**src/rtl/core/pac_pkg.sv**
```systemverilog
// shared types and constants for the polygon area, centroid and inertia block
// no dependencies
package pac_pkg;

	localparam int WORD_W = 64;
	localparam int WIDE_W = 128;
	localparam int REM_W  = 67;
	localparam int STEP_W = 7;

	typedef struct packed {
		logic              start;
		logic              root;
		logic [STEP_W-1:0] top;
	} iter_req_t;

endpackage

```
**src/rtl/core/pac_mul.sv**
```systemverilog
// 64 x 64 unsigned multiplier built from one 32 x 32 multiplier over four passes
// depends on pac_pkg
module pac_mul (
	input  logic                       clk,
	input  logic                       arst_n,
	input  logic                       start,
	input  logic [pac_pkg::WORD_W-1:0] a,
	input  logic [pac_pkg::WORD_W-1:0] b,
	output logic                       done,
	output logic [pac_pkg::WIDE_W-1:0] prod
);
	import pac_pkg::*;

	logic [WORD_W-1:0] a_q, b_q;
	logic [2:0]        cnt_q;
	logic              busy_q, done_q;
	logic [1:0]        sh_q;
	logic [63:0]       p_s1;
	logic [WIDE_W-1:0] prod_q, p_ext;
	logic [31:0]       a_part, b_part;

	assign a_part = cnt_q[1] ? a_q[63:32] : a_q[31:0];
	assign b_part = cnt_q[0] ? b_q[63:32] : b_q[31:0];

	always_comb begin
		case (sh_q)
			2'd0:    p_ext = {64'b0, p_s1};
			2'd3:    p_ext = {p_s1, 64'b0};
			default: p_ext = {32'b0, p_s1, 32'b0};
		endcase
	end

	always_ff @(posedge clk or negedge arst_n) begin
		if (!arst_n) begin
			busy_q <= 1'b0;
			done_q <= 1'b0;
			cnt_q  <= 3'd0;
		end else begin
			done_q <= 1'b0;
			if (start) begin
				busy_q <= 1'b1;
				cnt_q  <= 3'd0;
			end else if (busy_q) begin
				cnt_q <= cnt_q + 3'd1;
				if (cnt_q == 3'd4) begin
					busy_q <= 1'b0;
					done_q <= 1'b1;
				end
			end
		end
	end

	always_ff @(posedge clk) begin
		if (start) begin
			a_q    <= a;
			b_q    <= b;
			prod_q <= '0;
		end else if (busy_q) begin
			if (cnt_q != 3'd4) begin
				p_s1 <= a_part * b_part;
				sh_q <= cnt_q[1:0];
			end
			if (cnt_q != 3'd0)
				prod_q <= prod_q + p_ext;
		end
	end

	assign done = done_q;
	assign prod = prod_q;

	a_done_after_busy: assert property (@(posedge clk) disable iff (!arst_n)
		done_q |-> $past(busy_q))
		else $error("multiplier done without a pass in flight");
	a_idle_after_done: assert property (@(posedge clk) disable iff (!arst_n)
		done_q |-> !busy_q)
		else $error("multiplier still busy at done");
	a_count_bound: assert property (@(posedge clk) disable iff (!arst_n)
		busy_q |-> cnt_q <= 3'd4)
		else $error("multiplier pass count out of range");

endmodule

```
**config.mk**
```make
export PLATFORM = sky130hd
export DESIGN_NAME = pac_mul
export DESIGN_NICKNAME = d
export VERILOG_FILES = /design/src/rtl/core/pac_pkg.sv /design/src/rtl/core/pac_mul.sv
export SDC_FILE = /design/constraint.sdc
export NUM_CORES = 2
export LEC_CHECK = 0
export ABC_CLOCK_PERIOD_IN_PS = 14660
export BUFFER_PORTS_ARGS = -buffer_cell sky130_fd_sc_hd__buf_4
export CAP_MARGIN = 20
export CORE_ASPECT_RATIO = 1.4
export CORE_UTILIZATION = 65
export CTS_CLUSTER_DIAMETER = 60
export DETAILED_ROUTE_END_ITERATION = 10
export PLACE_DENSITY_LB_ADDON = 0.3
export REMOVE_ABC_BUFFERS = 1
export SYNTH_ARGS = -nofsm -noshare
export SYNTH_HDL_FRONTEND = slang
export SYNTH_SLANG_ARGS = --single-unit
```
**constraint.sdc**
```tcl
create_clock -name clk -period 14.66 [get_ports clk]
set_clock_uncertainty 0.1 [all_clocks]
set_input_delay 0.733 -clock clk [delete_from_list [all_inputs] [get_ports clk]]
set_output_delay 0.733 -clock clk [all_outputs]
set_load 0.005 [all_outputs]
```
; After elaboration in Yosys (flattened, before gate mapping)
; Cells that the tools add are included.
[totals]
out_inout_bits = 129
ff_bits = 327
elab_cells = 31
[op_classes]
reduce_logical = 5
addsub = 2
bitwise = 1
n_mul = 1
n_eq_ne = 3
muxes = 11
[ops]
columns = operator, n
row1 = 128-bit one-hot mux with 2 select lines, 1
row2 = 128-bit adder, 1
row3 = 32-bit by 32-bit multiplier with 64-bit output, 1
row4 = 32-bit 2-to-1 mux, 2
row5 = 1-bit 2-to-1 mux, 6
row6 = 3-bit 2-to-1 mux, 2
row7 = "3-bit by 1-bit adder with 3-bit output, second input constant", 1
row8 = "3-bit == test, second input constant", 1
row9 = "3-bit inequality test, second input constant", 1
row10 = 3-bit AND reduction, 1
row11 = 3-bit nonzero test, 1
row12 = "2-bit == test, second input constant", 1
row13 = 2-bit zero test, 1
row14 = 2-bit AND reduction, 1
row15 = 2-bit nonzero test, 1
row16 = 1-bit inverter, 1

; Longest topological paths before layout
[depth]
word_depth = 4
depth_mapped = 35
ltp_nobuf = 30

; Worst setup path before layout
; No wires, ideal clock.
[synth_path]
path_type = reg2reg
startpoint = register cnt_q[0]
endpoint = register p_s1[44] (data pin)
slack_ns = 5.630
arrival_ns = 8.667
stages_incl_launch_ff = 32
synth_period_minus_slack_ns = 9.030
n_path_buf = 4
path_cell_list = dfrtp_1 -> clkbuf_1 -> clkbuf_1 -> buf_1 -> mux2i_1 -> clkbuf_1 -> nor2_1 -> fa_1 -> inv_1 -> fa_1 -> fa_1 -> fa_1 -> inv_1 -> fa_1 -> fa_1 -> fa_1 -> inv_1 -> fa_1 -> inv_1 -> ha_1 -> and3_1 -> and3_1 -> a2111oi_0 -> o31ai_1 -> a21oi_2 -> o21bai_1 -> a21boi_1 -> nor2b_1 -> o21ai_0 -> nand2b_1 -> a221oi_1 -> xnor2_1
[synth_via]
elab_chain_len = 2
[synth_rtl]
columns = element, line_no
row1 = start: declaration, pac_mul.sv:15  ; logic [2:0] cnt_q;
row2 = start signal: assignment, pac_mul.sv:44  ; cnt_q <= cnt_q + 3'd1;
row3 = 32-bit 2-to-1 mux, pac_mul.sv:23  ; assign b_part = cnt_q[0] ? b_q[63:32] : b_q[31:0];
row4 = 32-bit by 32-bit multiplier with 64-bit output, pac_mul.sv:60  ; p_s1 <= a_part * b_part;
row5 = end signal: assignment, pac_mul.sv:60
row6 = end: declaration, pac_mul.sv:18  ; logic [63:0] p_s1;
; No other way between the ends.
; A chain may end at the register's enable or synchronous reset.

; Worst setup path in the final report
[layout_path]
startpoint = register cnt_q[0]
endpoint = register p_s1[63] (data pin)
; Same word-level chain as after synthesis.

==> flow_metrics.env <==
export IMPL_htreeDepth=2
export IMPL_drt_iter0_markers=4422
export IMPL_critPathMaxFanout=43
export IMPL_grt_max_degree=72
export IMPL_crit_path_end="p_s1[63]"
export IMPL_required_ns=14.90
export IMPL_crit_start="cnt_q[0]"
export IMPL_die_w_um=242.6
export IMPL_min_path_type="input pin to flip-flop"
export IMPL_synthCells=5994
export IMPL_routed_wl_um=196600
export IMPL_maxSlewViolCount=0
export IMPL_yosysUniqueCellTypes=91
export IMPL_tns_ns=0
export IMPL_cts_tree="yes"
export IMPL_synth_warnings=0
export IMPL_ant_nets=0
export IMPL_r2r_start="cnt_q[0]"
export IMPL_worst_pin_slew_ns=1.187
export IMPL_fmax_mhz=93.85
export IMPL_end_kind="flip-flop"
export IMPL_yosys_area_top_type="fa_1"
export IMPL_dieArea_um2=82220
export IMPL_ys_async_sr_fraction_pct=1.529
export IMPL_portBuffers=259
export IMPL_gp_congestion=1.081
export IMPL_clk_latency_ns=0.62
export IMPL_syn_avg_cell_area_um2=8.791
export IMPL_initial_utilization_pct=65.59
export IMPL_grt_pass1_wl_um=291200
export IMPL_area_growth_pct=8.494
export IMPL_grt_pass1_vias=47700
export IMPL_synth_top_area_share_pct=34.08
export IMPL_reg2regPathDepth=28
export IMPL_ios=260
export IMPL_grt_usage_pct=48.54
export IMPL_synth_common_cells="inv_1 (951), fa_1 (897), nand2_1 (846)"
export IMPL_root_buffer="clkbuf_16"
export IMPL_synth_enable_flop_cells=194
export IMPL_yosysMostFrequentCell="inv_1"
export IMPL_row_count=123
export IMPL_fin_crit_sh_pct=72.68
export IMPL_nets=7497
export IMPL_ys_flop_type="edfxtp_1"
export IMPL_cts_resized=0
export IMPL_ys_seq_area_share_pct=16.16
export IMPL_status="finished, final reports clean"
export IMPL_detailroute_via_count=45460
export IMPL_max_slew_margin_pct=19.18
export IMPL_worst_setup_path_start_kind="flip-flop"
export IMPL_drc_errors=0
export IMPL_reg2reg_slack_ns=4.00
export IMPL_cp_common_cell="fa_1"
export IMPL_grt_overflow_total=0
export IMPL_crit_slowest_cell="mux2i_4"
export IMPL_netlist_area_um2=52690
export IMPL_synth_top_cells_by_area="fa_1 (34%), edfxtp_1 (11%), ha_1 (9.4%)"
export IMPL_clockBufferDepth=3
export IMPL_antenna_found_initial=11
export IMPL_rsz0062_at_grt="false"
export IMPL_hold_viol=0
export IMPL_period_minus_slack_ns=10.66
export IMPL_drive_above_1_share_pct=9.206
export IMPL_path_clk_slew_ns=0.07
export IMPL_worstSetupPathType="flip-flop to flip-flop"
export IMPL_core_um2=80330
export IMPL_postCtsSetupRepairBufs=0
export IMPL_ys_seq_elements=327
export IMPL_rr_endpoint="p_s1[63]"
export IMPL_chipHeight_um=338.9
export IMPL_max_cap_violations=0
export IMPL_num_fill_cells=6179
export IMPL_ctsHoldBuffers=1
export IMPL_setup_viol=0
export IMPL_viasPerCell=6.339
export IMPL_slowest_delay_ns=1.01
export IMPL_firstDrtPassIters=6
export IMPL_dpl_hpwl_um=151000
export IMPL_cp_arrival_ns=10.90
export IMPL_wl_per_cell_um=27.41
export IMPL_numCtsBuffers=39
export IMPL_clock_sinks=327
per-stage QoR:
| step | util, % | cells | instance area, um2 | setup slack, ns | hold slack, ns |
|---|---|---|---|---|---|
| detailed placement | 69.36 | 7094 | 55720 | 4.204 | 0.3706 |
| finish | 71.16 | 7171 | 57170 | 4.005 | 0.1897 |
| floorplan | - | 5694 | 51540 | 4.409 | 0.3374 |
| CTS | 71.11 | 7166 | 57130 | 4.182 | 0.1734 |
| global route | 71.15 | 7167 | 57160 | 3.746 | 0.1750 |
| global placement | 69.36 | 7094 | 55720 | 4.298 | 0.3597 |
area by class of cell:
cell class	count	area (um2)	share of cell area (%)
Multi-Input combinational cell	4416	39760	69.54
Sequential cell	327	8521	14.91
Inverter	951	3570	6.244
Timing Repair Buffer	340	2581	4.515
Tap cell	1062	1329	2.324
Clock buffer	42	997.2	1.744
Clock inverter	29	402.9	0.7048
Antenna cell	4	10.01	0.01751
critical path, delay by kind of cell (launching register included):
kind | cells | cell delay [ns]
adders and majority gates | 9 | 4.35
buffers and inverters | 5 | 0.96
xor gates and xnor gates | 1 | 0.12
DFF | 1 | 0.72
muxes | 1 | 1.01
AOI/OAI and AO/OA | 8 | 2.34
and+or+nand+nor | 4 | 0.64
registers in the layout, indices dropped and copies added (netlist names):
signal and flops:
prod 128, cnt_q 3, done 1, a_q 64, busy_q 1, b_q 64, p_s1 64, sh_q 2
cell families after synthesis:
kind of cell / after synthesis / share of synthesized area, %
xor gates and xnor gates: 178 / 2.959
DFF: 327 / 16.16
and+or+nand+nor: 1925 / 15.30
buffers and inverters: 1251 / 8.957
AOI/OAI and AO/OA: 891 / 10.55
muxes: 131 / 2.641
adders and majority gates: 1291 / 43.44
routing by layer:
metal	up-vias	global-route usage [%]	part of all wire, %
li1	19180	-	-
met1	21860	51.87	31
met2	3141	76.64	45
met3	1260	14.18	11
met4	14	46.44	12
met5	-	0	0.044
cell usage in the layout (no fill, tap or decap), types with 77 or more instances in the layout:
cell | Yosys | final
a21o_1 | 87 | 87
edfxtp_1 | 194 | 194
ha_1 | 394 | 393
nand2_1 | 846 | 845
dfxtp_1 | 128 | 128
and2_1 | 77 | 77
xnor2_1 | 114 | 114
a21oi_1 | 321 | 320
o21ai_0 | 193 | 192
inv_1 | 951 | 951
buf_4 | 0 | 337
fa_1 | 897 | 897
nor2_1 | 741 | 740
worst min-delay path by stage:
stage	startpoint	to	slack, ns	cells after the start
after detailed placement	prod[117]	prod[117]	0.37	2
after CTS	a[7]	a_q[7]	0.17	1
after floorplan	arst_n	busy_q	0.34	0
after global placement	prod[117]	prod[117]	0.36	2
final	b[0]	b_q[0]	0.19	1
after global routing	b[40]	b_q[40]	0.18	1
Power is left out: the tool's default activity adds up to more than one toggle a clock period on the data nets, which glitch-free logic cannot reach.
