===== src/rtl/core/pac_pkg.sv =====
// shared types and constants for the polygon area, centroid and inertia block
// no dependencies
package pac_pkg;

	localparam int WORD_W = 64;
	localparam int WIDE_W = 128;
	localparam int REM_W  = 67;
	localparam int STEP_W = 7;

	typedef struct packed {
		logic              start;
		logic              root;
		logic [STEP_W-1:0] top;
	} iter_req_t;

endpackage


===== src/rtl/core/pac_iter.sv =====
// shared compare and subtract unit: bitwise square root and restoring division
// depends on pac_pkg
module pac_iter (
	input  logic                       clk,
	input  logic                       arst_n,
	input  pac_pkg::iter_req_t         req,
	input  logic [pac_pkg::WIDE_W-1:0] n,
	input  logic [pac_pkg::WORD_W-1:0] d,
	output logic                       done,
	output logic [pac_pkg::WORD_W-1:0] res
);
	import pac_pkg::*;

	logic [STEP_W-1:0] i_q;
	logic              busy_q, done_q, root_q, over_q;
	logic [REM_W-1:0]  rem_q, a_in, b_in, diff;
	logic [WORD_W-1:0] q_q;
	logic              take;

	always_comb begin
		if (root_q) begin
			a_in = {rem_q[64:0], n[{i_q[5:0], 1'b1}], n[{i_q[5:0], 1'b0}]};
			b_in = {1'b0, q_q, 2'b01};
		end else begin
			a_in = {2'b00, rem_q[63:0], n[i_q]};
			b_in = {3'b000, d};
		end
		take = a_in >= b_in;
		diff = a_in - b_in;
	end

	always_ff @(posedge clk or negedge arst_n) begin
		if (!arst_n) begin
			busy_q <= 1'b0;
			done_q <= 1'b0;
			i_q    <= '0;
		end else begin
			done_q <= 1'b0;
			if (req.start) begin
				busy_q <= 1'b1;
				i_q    <= req.top;
			end else if (busy_q) begin
				i_q <= i_q - 1'b1;
				if (i_q == '0) begin
					busy_q <= 1'b0;
					done_q <= 1'b1;
				end
			end
		end
	end

	always_ff @(posedge clk) begin
		if (req.start) begin
			root_q <= req.root;
			rem_q  <= '0;
			q_q    <= '0;
			over_q <= 1'b0;
		end else if (busy_q) begin
			rem_q <= take ? diff : a_in;
			q_q   <= {q_q[WORD_W-2:0], take};
			if (take && i_q[6] && !root_q)
				over_q <= 1'b1;
		end
	end

	assign done = done_q;
	assign res  = (over_q && !root_q) ? '1 : q_q;

	a_no_restart: assert property (@(posedge clk) disable iff (!arst_n)
		busy_q |-> !req.start)
		else $error("iteration restarted while busy");
	a_done_after_busy: assert property (@(posedge clk) disable iff (!arst_n)
		done_q |-> $past(busy_q) && $past(i_q) == '0)
		else $error("iteration done early");
	a_root_no_over: assert property (@(posedge clk) disable iff (!arst_n)
		root_q && busy_q |-> !over_q || !root_q)
		else $error("square root flagged overflow");

endmodule


===== config.mk =====
export PLATFORM = sky130hd
export DESIGN_NAME = pac_iter
export DESIGN_NICKNAME = d
export VERILOG_FILES = /design/src/rtl/core/pac_pkg.sv /design/src/rtl/core/pac_iter.sv
export SDC_FILE = /design/constraint.sdc
export NUM_CORES = 1
export LEC_CHECK = 0
export BUFFER_PORTS_ARGS = -buffer_cell sky130_fd_sc_hd__clkbuf_2
export CORE_UTILIZATION = 55
export CTS_CLUSTER_SIZE = 40
export DETAILED_ROUTE_END_ITERATION = 10
export PLACE_DENSITY = 0.8
export SLEW_MARGIN = 25
export SYNTH_ARGS = -nofsm -noshare
export SYNTH_HDL_FRONTEND = slang
export SYNTH_SLANG_ARGS = --single-unit
export TNS_END_PERCENT = 5

===== constraint.sdc =====
create_clock -name clk -period 9.8 [get_ports clk]
set_input_delay 0 -clock clk [delete_from_list [all_inputs] [get_ports clk]]
set_output_delay 0 -clock clk [all_outputs]
set_load 0.005 [all_outputs]

## Yosys cells after proc, flatten, opt, wreduce, memory -nomap -nowiden

Cells that the tools add are included.
W data, S select, Z words.

- Add/subtract/negate cells: 2
- Multipliers: 0
- Div/mod/pow operators: 0
- Magnitude comparators: 4
- Equal/unequal tests: 0
- Shifts and indexed selects: 0
- Multiplexer cells: 18
- Bitwise logic cells: 0
- Reduce and logical (&&, ||, !) cells: 7

Operators by type and width:

| operator | count |
|---|---|
| $ge A67 B66 Y1 | 1 |
| $mux W67 | 1 |
| $mux W66 | 1 |
| $mux W65 | 1 |
| $sub A65 B65 Y65 | 1 |
| $mux W64 | 1 |
| $lt A7 B8 Y1 const B | 3 |
| $mux W7 | 2 |
| $bmux W1 S6 | 2 |
| $mux W1 | 9 |
| $bmux W1 S7 | 1 |
| $logic_not A7 Y1 | 1 |
| $sub A7 B1 Y7 const B | 1 |
| $logic_and A1 B1 Y1 | 3 |
| $reduce_and A2 Y1 | 1 |
| $reduce_bool A2 Y1 | 1 |
| $logic_not A1 Y1 | 1 |

- Bits in registers: 140
- Bits in latches: 0
- Memory bits (writable): 0
- ROM bits: 0
- Input port bits: 203
- Logic and storage cells: 38
- Memories: 0

## Depth between registers and ports, before layout

Gate-level depths: netlist of the first run.

- Depth after elaboration: 7
- Gate-level depth with buffers: 22
- Gate-level depth less buffers: 20

## Worst setup path after synthesis of the first run

No wires, ideal clock.

- Path type: register to register
- From: register i_q[0]
- To: register over_q
- Data arrival time: 5.154 ns
- Data required time: 9.672 ns
- Setup slack: 4.518 ns
- Cell stages (with the launch flop): 20
- Path buffers: 4
- Clock period less this slack: 5.282 ns
- Path through: dfrtp_1 > buf_2 > buf_2 > mux4_2 > mux4_2 > mux4_2 > mux2_2 > ha_1 > nor2b_1 > o31a_1 > o221ai_2 > o211ai_2 > a21oi_1 > nor4_1 > or3_1 > and2_1 > buf_4 > buf_2 > a41oi_1 > nor2_1

- Cells in the longest elaborated chain, start to end: 7

RTL lines:

| what | RTL line | RTL |
|---|---|---|
| start, declared | pac_iter.sv:14 | `logic [STEP_W-1:0] i_q;` |
| start signal, assigned | pac_iter.sv:41 | `i_q <= req.top;` |
| start signal, assigned | pac_iter.sv:43 | `i_q <= i_q - 1'b1;` |
| $bmux W1 S7 or $bmux W1 S6 (tied branches) | pac_iter.sv:25, pac_iter.sv:22 |  |
| $mux W1, on equally long branches | pac_iter.sv:25, pac_iter.sv:22 |  |
| $mux W67 * | pac_iter.sv:21 | `if (root_q) begin` |
| $ge A67 B66 Y1 * | pac_iter.sv:28 | `take = a_in >= b_in;` |
| $logic_and A1 B1 Y1 * (2 in a row) | pac_iter.sv:61 | `if (take && i_q[6] && !root_q)` |
| $reduce_and A2 Y1 (no source line) * | -- |  |
| end signal, assigned | pac_iter.sv:57 | `over_q <= 1'b0;` |
| end signal, assigned | pac_iter.sv:62 | `over_q <= 1'b1;` |
| end, declared | pac_iter.sv:15 | `logic busy_q, done_q, root_q, over_q;` |

Every way passes the cells marked *; elsewhere a longest branch is shown, timed or not. The select of a mux whose other input is x is not followed.
A chain may end at the register's enable or synchronous reset.

## Worst setup path in the final report of the first run

- From: register i_q[0]
- To: register rem_q[25]

- Cells in the longest elaborated chain, start to end: 5

RTL lines:

| what | RTL line | RTL |
|---|---|---|
| $bmux W1 S7 or $bmux W1 S6 (tied branches) | pac_iter.sv:25, pac_iter.sv:22 |  |
| $mux W1, on equally long branches | pac_iter.sv:25, pac_iter.sv:22 |  |
| $mux W67 * | pac_iter.sv:21 |  |
| $sub A65 B65 Y65 or $ge A67 B66 Y1 (tied branches) | pac_iter.sv:29, pac_iter.sv:28 |  |
| $mux W65 * | pac_iter.sv:59 | `rem_q <= take ? diff : a_in;` |
| end signal, assigned | pac_iter.sv:59 |  |
| end, declared | pac_iter.sv:16 | `logic [REM_W-1:0] rem_q, a_in, b_in, diff;` |

Marked as above.

==> summary.txt, run 1 <==
Cells and area
  – FILL cells: 2003
  – Nets: 2006
  – Area added between synthesis and finish: 15.30%
  – Multi-input gate area in the final layout: about 10000 um^2
  – Layout cells sized above 1: between 20% and 30%
  – Register area: around 2900 um^2

Synthesis
  – Post-synthesis sequential area ratio: 21.29%
  – Cell area after synthesis: about 13000 um^2
  – Post-Syn Nets: ~1800
  – Share of synthesized registers carrying an async set or reset: ~6.4%
  – Main synth FF type: dfxtp_1
  – Cells after synthesis: 1548
  – Synth Register Bits: between 100 and 150
  – Ys Warns: 0
  – Post-synth EDFFs: 1
  – Synth unique cells: 74
  – Avg Inst Size Synth: roughly 8.7 um^2

Placement
  – Detailed-placement wirelength estimate: 29.39 mm
  – RePlAce Congestion: approximately 1
  – I/O Buffers: about 270
  – DP Worst Slack: roughly 3100 ps

Clock tree
  – Root buf cell: clkbuf_16
  – Latest clock arrival within the worst-skew pair: 440 ps
  – CTS Buf Count: 17
  – CTS clk-pin slew, worst paths: roughly 60 ps
  – CTS max path bufs: 2
  – CTS tree: done
  – H-tree depth: 4
  – CTS Sinks: 140

Route
  – Final WL: a little under 40 mm
  – Final ANT Viol Nets: 0
  – Pre-antenna DRT Iters: 5
  – Vias per Instance: approximately 6.2
  – Residual DRC: 0
  – Starting DRT DRC Count: 1063
  – Routed wire length per instance: approximately 19 um
  – Routed vias: roughly 13000

Die
  – Die Footprint: roughly 25000 um^2
  – Num rows: 56
  – Die Ht: about 160 um
  – Initial Util: 56.67%
  – Core area: around 24000 um^2
  – DIE WIDTH: about 160 um
  – Num ports: between 200 and 300

Pwr
  – Worst vdd ir: 218.1 uV
  – Leak: 7.458 nW
  – PwrDens: 314.0 nW/um^2

Worst hold path
  – Hold Path Class: in -> reg
  – HP Start: req[8]

Critical path
  – CP max FO: 67
  – Reg-to-reg critical path startpoint: i_q[0]$_DFFE_PN0P_
  – Worst Setup SP: i_q[0]$_DFFE_PN0P_
  – Required @ worst endpoint: 10110 ps
  – Critical Path Start Type: flop
  – Setup CP Type: reg -> reg
  – R2r setup slk: ~3100 ps
  – Critical Path End Type: flop
  – CP arrival: between 7000 and 8000 ps

Global routing
  – GRT busiest layer: met2
  – Largest net degree at the start of global routing: approximately 140
  – Grt met1 use: 37.83%
  – Initial antenna violation count: 4
  – Grt ovf: 0
  – First-pass GRT wire length: between 60 and 70 mm
  – Met3 Resource Use GR: under 10%
  – Total global-route track usage: between 30% and 40%
  – GR Layer Usage met2: around 53%
  – Vias in the first global route: between 10000 and 15000

STA
  – Period utilisation layout: 68.36%
  – RSZ-0062 raised after global routing: false
  – Total negative slack: 0 ps
  – Final setup margin: 3101 ps
  – Fmax: about 150 MHz
  – Fin. Hold Viols: 0
  – Max-slew violation count: 0
  – Clock tree skew after final layout: 9.168 ps
  – Max-slew headroom: 30.49%
  – # setup viols final: 0
  – Post-layout minimum cycle time: around 6700 ps
  – Slew @ Worst Pin: 1041 ps

Run status
  – Status: complete, no violations

Job
  – Max-cap viol count: 0
-- cell families after synthesis --
group / after synthesis / synth area share [%]
buffers and inverters: 149 / 4.801
adders and majority gates: 69 / 6.488
DFF: 140 / 21.29
and+or+nand+nor: 528 / 18.21
AOI/OAI and AO/OA: 322 / 15.82
muxes: 275 / 29.15
xor gates and xnor gates: 65 / 4.242
-- final timing paths --
path / end / cells after the start
min: q_q[5]$_SDFFE_PP0P_ / 2
max in group asynchronous: i_q[0]$_DFFE_PN0P_ / 3
max reg2reg: rem_q[25]$_SDFFE_PP0P_ / 16
max: rem_q[25]$_SDFFE_PP0P_ / 16
min reg2reg: rem_q[4]$_SDFFE_PP0P_ / 2
min in group asynchronous: busy_q$_DFF_PN0_ / 3
-- critical path: stages, from the launching register on --
cell and delay, ps:
dfrtp_4 1050, mux4_2 610, mux4_2 480, mux4_2 490, mux2_2 330, ha_1 330, nor2b_1 150, o31a_1 290
o221ai_2 300, o211ai_2 170, a21oi_1 350, nor4_1 130, or3_1 410, nand2_2 510, buf_4 480, nor3_1 90
a2111oi_0 330
-- per-stage QoR --
step / std cells / hold WS [ps] / instance area, um^2 / power (mW) / util, %
finish: 2070 / 9.576 / 15470 / 4.859 / 65.34
global route: 2070 / 40.87 / 15470 / 5.239 / 65.34
CTS: 2066 / 11.29 / 15460 / 4.819 / 65.29
detailed placement: 2024 / -127.9 / 14730 / 4.067 / 62.19
global placement: 2024 / -125.2 / 14730 / 4.008 / 62.19
floorplan: 1548 / -295.6 / 13420 / 3.408 / -
-- final cells by class --
| class | count | area share [%] |
|---|---|---|
| clock buffers | 17 | 2.749 |
| multi-input cells | 1259 | 64.15 |
| repair buffers | 287 | 9.864 |
| well taps | 319 | 2.579 |
| clock inverters | 15 | 1.358 |
| flip-flops and latches | 140 | 18.53 |
| inverters | 29 | 0.7034 |
| diodes | 4 | 0.06468 |
-- power by group --
| group | total, mW | internal [mW] | switching (mW) | leakage [nW] |
|---|---|---|---|---|
| sequential | 0.833 | 0.715 | 0.118 | 1.17 |
| combinational | 3.32 | 1.37 | 1.95 | 5.98 |
| clock | 0.707 | 0.431 | 0.277 | 0.311 |
| total | 4.86 | 2.51 | 2.35 | 7.46 |
-- flip-flops by register name, summed over array words and instances, names as in the netlist --
register / flops
rem_q: 65
root_q: 1
done: 1
i_q: 7
q_q: 64
over_q: 1
busy_q: 1
-- synthesized netlist by cell type, types with 22 or more instances --
cell type  count  area share, %
a21o_1        22            1.2
a21oi_1       80            3.0
a311oi_1      38            2.5
a31oi_1       22            1.0
buf_2         32            1.2
clkbuf_1      70            2.0
dfxtp_1      130             19
ha_1          68            6.3
inv_1         26           0.73
mux2_2        64            5.4
mux2i_1      128            9.5
mux4_2        72             12
nand2_1      164            4.6
nand2b_1      70            3.3
nand4_1       25            1.2
nor2_1       166            4.6
nor3_1        22           0.82
o21ai_0       44            1.6
o21ai_1       27            1.0
xnor2_1       43            2.8
xor2_1        22            1.4
-- timing repair --
item | in CTS | in global routing
setup buffers | 0 | 0
hold buffers | 10 | 0
hold endpoints to repair | 17 | 0
resized for setup | 0 | 0
-- per-layer routing --
layer,vias to the layer above,wire [um]
met5,-,0
met4,0,2005
met3,106,2603
met2,629,18820
met1,6009,15650
li1,6116,-
-- layout by cell type, fill, tap and decap left out, drive strengths merged, types with 12 or more instances in the layout --
| master | netlist | routed |
|---|---|---|
| a21o | 22 | 22 |
| a21oi | 81 | 81 |
| a311oi | 38 | 38 |
| a31oi | 22 | 22 |
| and3 | 20 | 20 |
| clkbuf | 70 | 283 |
| dfxtp | 130 | 130 |
| ha | 68 | 68 |
| inv | 27 | 32 |
| mux2 | 64 | 64 |
| mux2i | 128 | 128 |
| mux4 | 83 | 83 |
| nand2 | 164 | 164 |
| nand2b | 70 | 70 |
| nand3 | 21 | 21 |
| nand4 | 26 | 26 |
| nor2 | 166 | 166 |
| nor3 | 22 | 22 |
| o21a | 12 | 12 |
| o21ai | 71 | 71 |
| o21bai | 14 | 14 |
| xnor2 | 43 | 43 |
| xor2 | 22 | 22 |
(Power assumes the default switching activity.)
==> run 2: changes to the inputs <==
CORE_UTILIZATION = 52   (was 55)
PLACE_DENSITY = 0.79   (was 0.8)
clock period = 5.95 ns   (was 9.8 ns; I/O delays follow)
==> run 2 against run 1 <==
  * Combinational power grew 70%
  * Clock-buffer cell count is 5 higher
  * Clock power is 65% higher
  * Highest routed layer unchanged
  * Global-route usage down 1.6 points
  * Largest power group unchanged
  * Design area grew 1.8%
  * Via count about the same
  * Sequential power up 63%
  * Core utilization fell by 3.0 points
  * Setup slack worse by 2800 ps
==> summary.txt, run 2 (synthesis gave the netlist of run 1 again) <==
Run status
  – Status: complete, no violations (unchanged)

Cells and area
  – Nets: 2025 (was 2006)
  – Layout cells sized above 1: 27.41% (was 26.67%)
  – Cell area after layout: 15750 um^2 (was 15470 um^2)
  – Reg with most FFs: rem_q (unchanged)
  – Max FFs per register: 65 (unchanged)
  – Core Util, Final: 62.38% (was 65.34%)
  – Biggest regs: rem_q: 65 flops, q_q: 64 flops, i_q: 7 flops (unchanged)
  – Commonest non-fill, non-tap cell in the layout: clkbuf_2 (unchanged)
  – Commonest non-fill, non-tap cells in the layout: clkbuf_2, nor2_1, nand2_1, dfxtp_1, mux2i_1 (unchanged)
  – Area added between synthesis and finish: 17.37% (was 15.30%)
  – Final Instance Count excl. Fillers: 2100 (was 2070)

Global routing
  – First-pass GRT wire length: 62.82 mm (was 61.53 mm)
  – Initial antenna violation count: 4 (unchanged)
  – Vias in the first global route: 12255 (was 12106)
  – Grt ovf: 0 (unchanged)
  – Total global-route track usage: 29.70% (was 31.32%)
  – Largest net degree at the start of global routing: 74 (was 137)

Clock tree
  – CTS tree: done (unchanged)
  – CTS clk-pin slew, worst paths: 70 ps (was 60 ps)
  – CTS max path bufs: 2 (unchanged)
  – Root buf cell: clkbuf_16 (unchanged)
  – H-tree depth: 4 (unchanged)
  – CTS Sinks: 140 (unchanged)
  – Latest clock arrival within the worst-skew pair: 440 ps (about the same)
  – CTS Buf Count: 17 (unchanged)

Die
  – Die Ht: 162.7 um (was 158.2 um)
  – DIE WIDTH: 162.7 um (was 158.2 um)
  – Num ports: 268 (unchanged)
  – Die Footprint: 26460 um^2 (was 25030 um^2)
  – Num rows: 58 (was 56)
  – Core area: 25250 um^2 (was 23680 um^2)
  – Initial Util: 53.15% (was 56.67%)

Pwr
  – PwrDens: 518.5 nW/um^2 (was 314.0 nW/um^2)
  – Clock power share: 14.3% (was 14.6%)
  – Switching part of the total: 47.35% (was 48.28%)
  – Comb pwr share: 69.1% (was 68.3%)
  – Seq pwr share: 16.6% (was 17.1%)
  – Worst vdd ir: 420.9 uV (was 218.1 uV)
  – Switch Pwr: 3.868 mW (was 2.346 mW)
  – Int Pwr: 4.301 mW (was 2.513 mW)
  – Leak: 7.584 nW (was 7.458 nW)

STA
  – RSZ-0062 raised after global routing: false (unchanged)
  – Period utilisation layout: 94.51% (was 68.36%)
  – Max-slew headroom: 33.44% (was 30.49%)
  – Fmax: 177.8 MHz (was 149.3 MHz)
  – Max-slew violation count: 0 (unchanged)
  – Tightest hold margin: 73.27 ps (was 9.576 ps)
  – # setup viols final: 0 (unchanged)
  – Post-layout minimum cycle time: 5623 ps (was 6699 ps)
  – Slew @ Worst Pin: 992.3 ps (was 1041 ps)
  – Total negative slack: 0 ps (unchanged)
  – Clock tree skew after final layout: 13.58 ps (was 9.168 ps)
  – Fin. Hold Viols: 0 (unchanged)

Job
  – Max-cap viol count: 0 (unchanged)

Worst hold path
  – Hold depth: 2 (unchanged)
  – Hold Path Class: in -> reg (unchanged)
  – Hold Path End: q_q[4]$_SDFFE_PP0P_ (was q_q[5]$_SDFFE_PP0P_)
  – HP Start: req[8] (unchanged)

Critical path
  – Critical Path End Type: flop (unchanged)
  – Worst Path Buf+Inv: 2 (was 1)
  – R2r setup slk: 330 ps (was 3100 ps)
  – CP max FO: 14 (was 67)
  – Setup CP Type: reg -> reg (unchanged)
  – Critical Path, Cell by Cell: buf_12 > buf_12 > mux4_2 > mux4_2 > mux4_2 > mux2_2 > ha_1 > nor2b_1 > o31a_1 > o221ai_2 > o211ai_2 > a21oi_1 > nor4_2 > or3_1 > and2_1 > nand2_1 > o21ai_1 (was mux4_2 > mux4_2 > mux4_2 > mux2_2 > ha_1 > nor2b_1 > o31a_1 > o221ai_2 > o211ai_2 > a21oi_1 > nor4_1 > or3_1 > nand2_2 > buf_4 > nor3_1 > a2111oi_0)
  – Critical Path Start Type: flop (unchanged)
  – Reg2Reg Depth: 17 (was 16)
  – Reg2reg end: rem_q[53]$_SDFFE_PP0P_ (was rem_q[25]$_SDFFE_PP0P_)
  – CP arrival: 5910 ps (was 7010 ps)
  – Max stage delay on crit path: 520 ps (was 1050 ps)
  – Required @ worst endpoint: 6240 ps (was 10110 ps)
  – CP top delay family: multiplexers (unchanged)
  – Reg-to-reg critical path startpoint: i_q[0]$_DFFE_PN0P_ (unchanged)
  – Slowest cell on crit path: dfrtp_4 (unchanged)
  – Critical Path Most Common Cell: mux4_2 (unchanged)

Placement
  – Placed Cells: 2050 (was 2024)
  – RePlAce Congestion: 0.9367 (was 0.9747)
  – I/O Buffers: 267 (unchanged)
  – Post-placement cell area: 14920 um^2 (was 14730 um^2)
  – Detailed-placement wirelength estimate: 29.80 mm (was 29.39 mm)

Route
  – Residual DRC: 0 (unchanged)
  – Final ANT Viol Nets: 0 (unchanged)
  – Pre-antenna DRT Iters: 5 (unchanged)
  – Routed wire length per instance: 18.67 um (was 18.88 um)
  – Final WL: 39.20 mm (was 39.08 mm)
  – Routed vias: 12854 (was 12860)
  – Starting DRT DRC Count: 888 (was 1063)
  – Vias per Instance: 6.121 (was 6.213)
[run 2: changes by cell type in the layout (fill, tap and decap cells not counted), moves of 2 or more]
cell	change
buf_12	+8
buf_4	+10
clkbuf_1	+2
clkbuf_8	+3
inv_6	-4
[run 2: timing repair]
action	in CTS	in global routing
hold buffers	10	0
hold endpoints to repair	17	0
buffers inserted	0	4
setup endpoints to repair	0	59
resized for setup	0	2
[run 2: final cells by class]
class	count	area, um^2
Clock inverter	10	163.9
Tap cell	330	412.9
Timing Repair Buffer	306	1777
Sequential cell	140	2867
Clock buffer	22	474.2
Inverter	29	108.9
Multi-Input combinational cell	1259	9940
Antenna cell	4	10.01
Fill cell	2191	9502
[run 2: per-layer routing]
metal / track usage (%) / up-vias / wire length [um]
li1: - / 6141 / -
met1: 37.04 / 6077 / 16400
met2: 51.11 / 544 / 18970
met3: 4.176 / 92 / 2304
met4: 12.83 / 0 / 1525
met5: 0 / - / 0
[run 2: through the flow]
stage / worst slack (ps) / power [mW]
final: 326.8 / 8.168
after floorplan: 668.0 / 5.614
after global routing: 70.61 / 8.814
after detailed placement: 54.20 / 6.854
after global placement: 196.2 / 6.766
after CTS: 18.16 / 8.080
[run 2: power groups by stage]
stage	combinational [mW]	sequential, mW	clock (mW)
global placement	5.40	1.37	0
global route	6.21	1.38	1.22
finish	5.64	1.36	1.17
detailed placement	5.48	1.38	0
floorplan	4.32	1.29	0
CTS	5.54	1.36	1.18
[run 2: how the worst max path moves through the flow]
stage	start	slack, ps	depth (start not counted)	to
2_1_floorplan	i_q[0]$_DFFE_PN0P_	670	19	over_q$_SDFFE_PP0P_
3_3_place_gp	i_q[0]$_DFFE_PN0P_	200	19	rem_q[32]$_SDFFE_PP0P_
3_5_place_dp	i_q[0]$_DFFE_PN0P_	50	19	rem_q[32]$_SDFFE_PP0P_
4_1_cts	i_q[0]$_DFFE_PN0P_	20	19	rem_q[32]$_SDFFE_PP0P_
5_1_grt	i_q[1]$_DFFE_PN0P_	70	19	rem_q[32]$_SDFFE_PP0P_
6_report	i_q[0]$_DFFE_PN0P_	330	17	rem_q[53]$_SDFFE_PP0P_
[run 2: worst register-to-register path, stage by stage (launching register included)]
cell      delay, ps
dfrtp_4         520
buf_12          170
buf_12          130
mux4_2          420
mux4_2          510
mux4_2          480
mux2_2          330
ha_1            320
nor2b_1         140
o31a_1          280
o221ai_2        230
o211ai_2        120
a21oi_1         390
nor4_2          120
or3_1           410
and2_1          260
nand2_1         500
o21ai_1         170
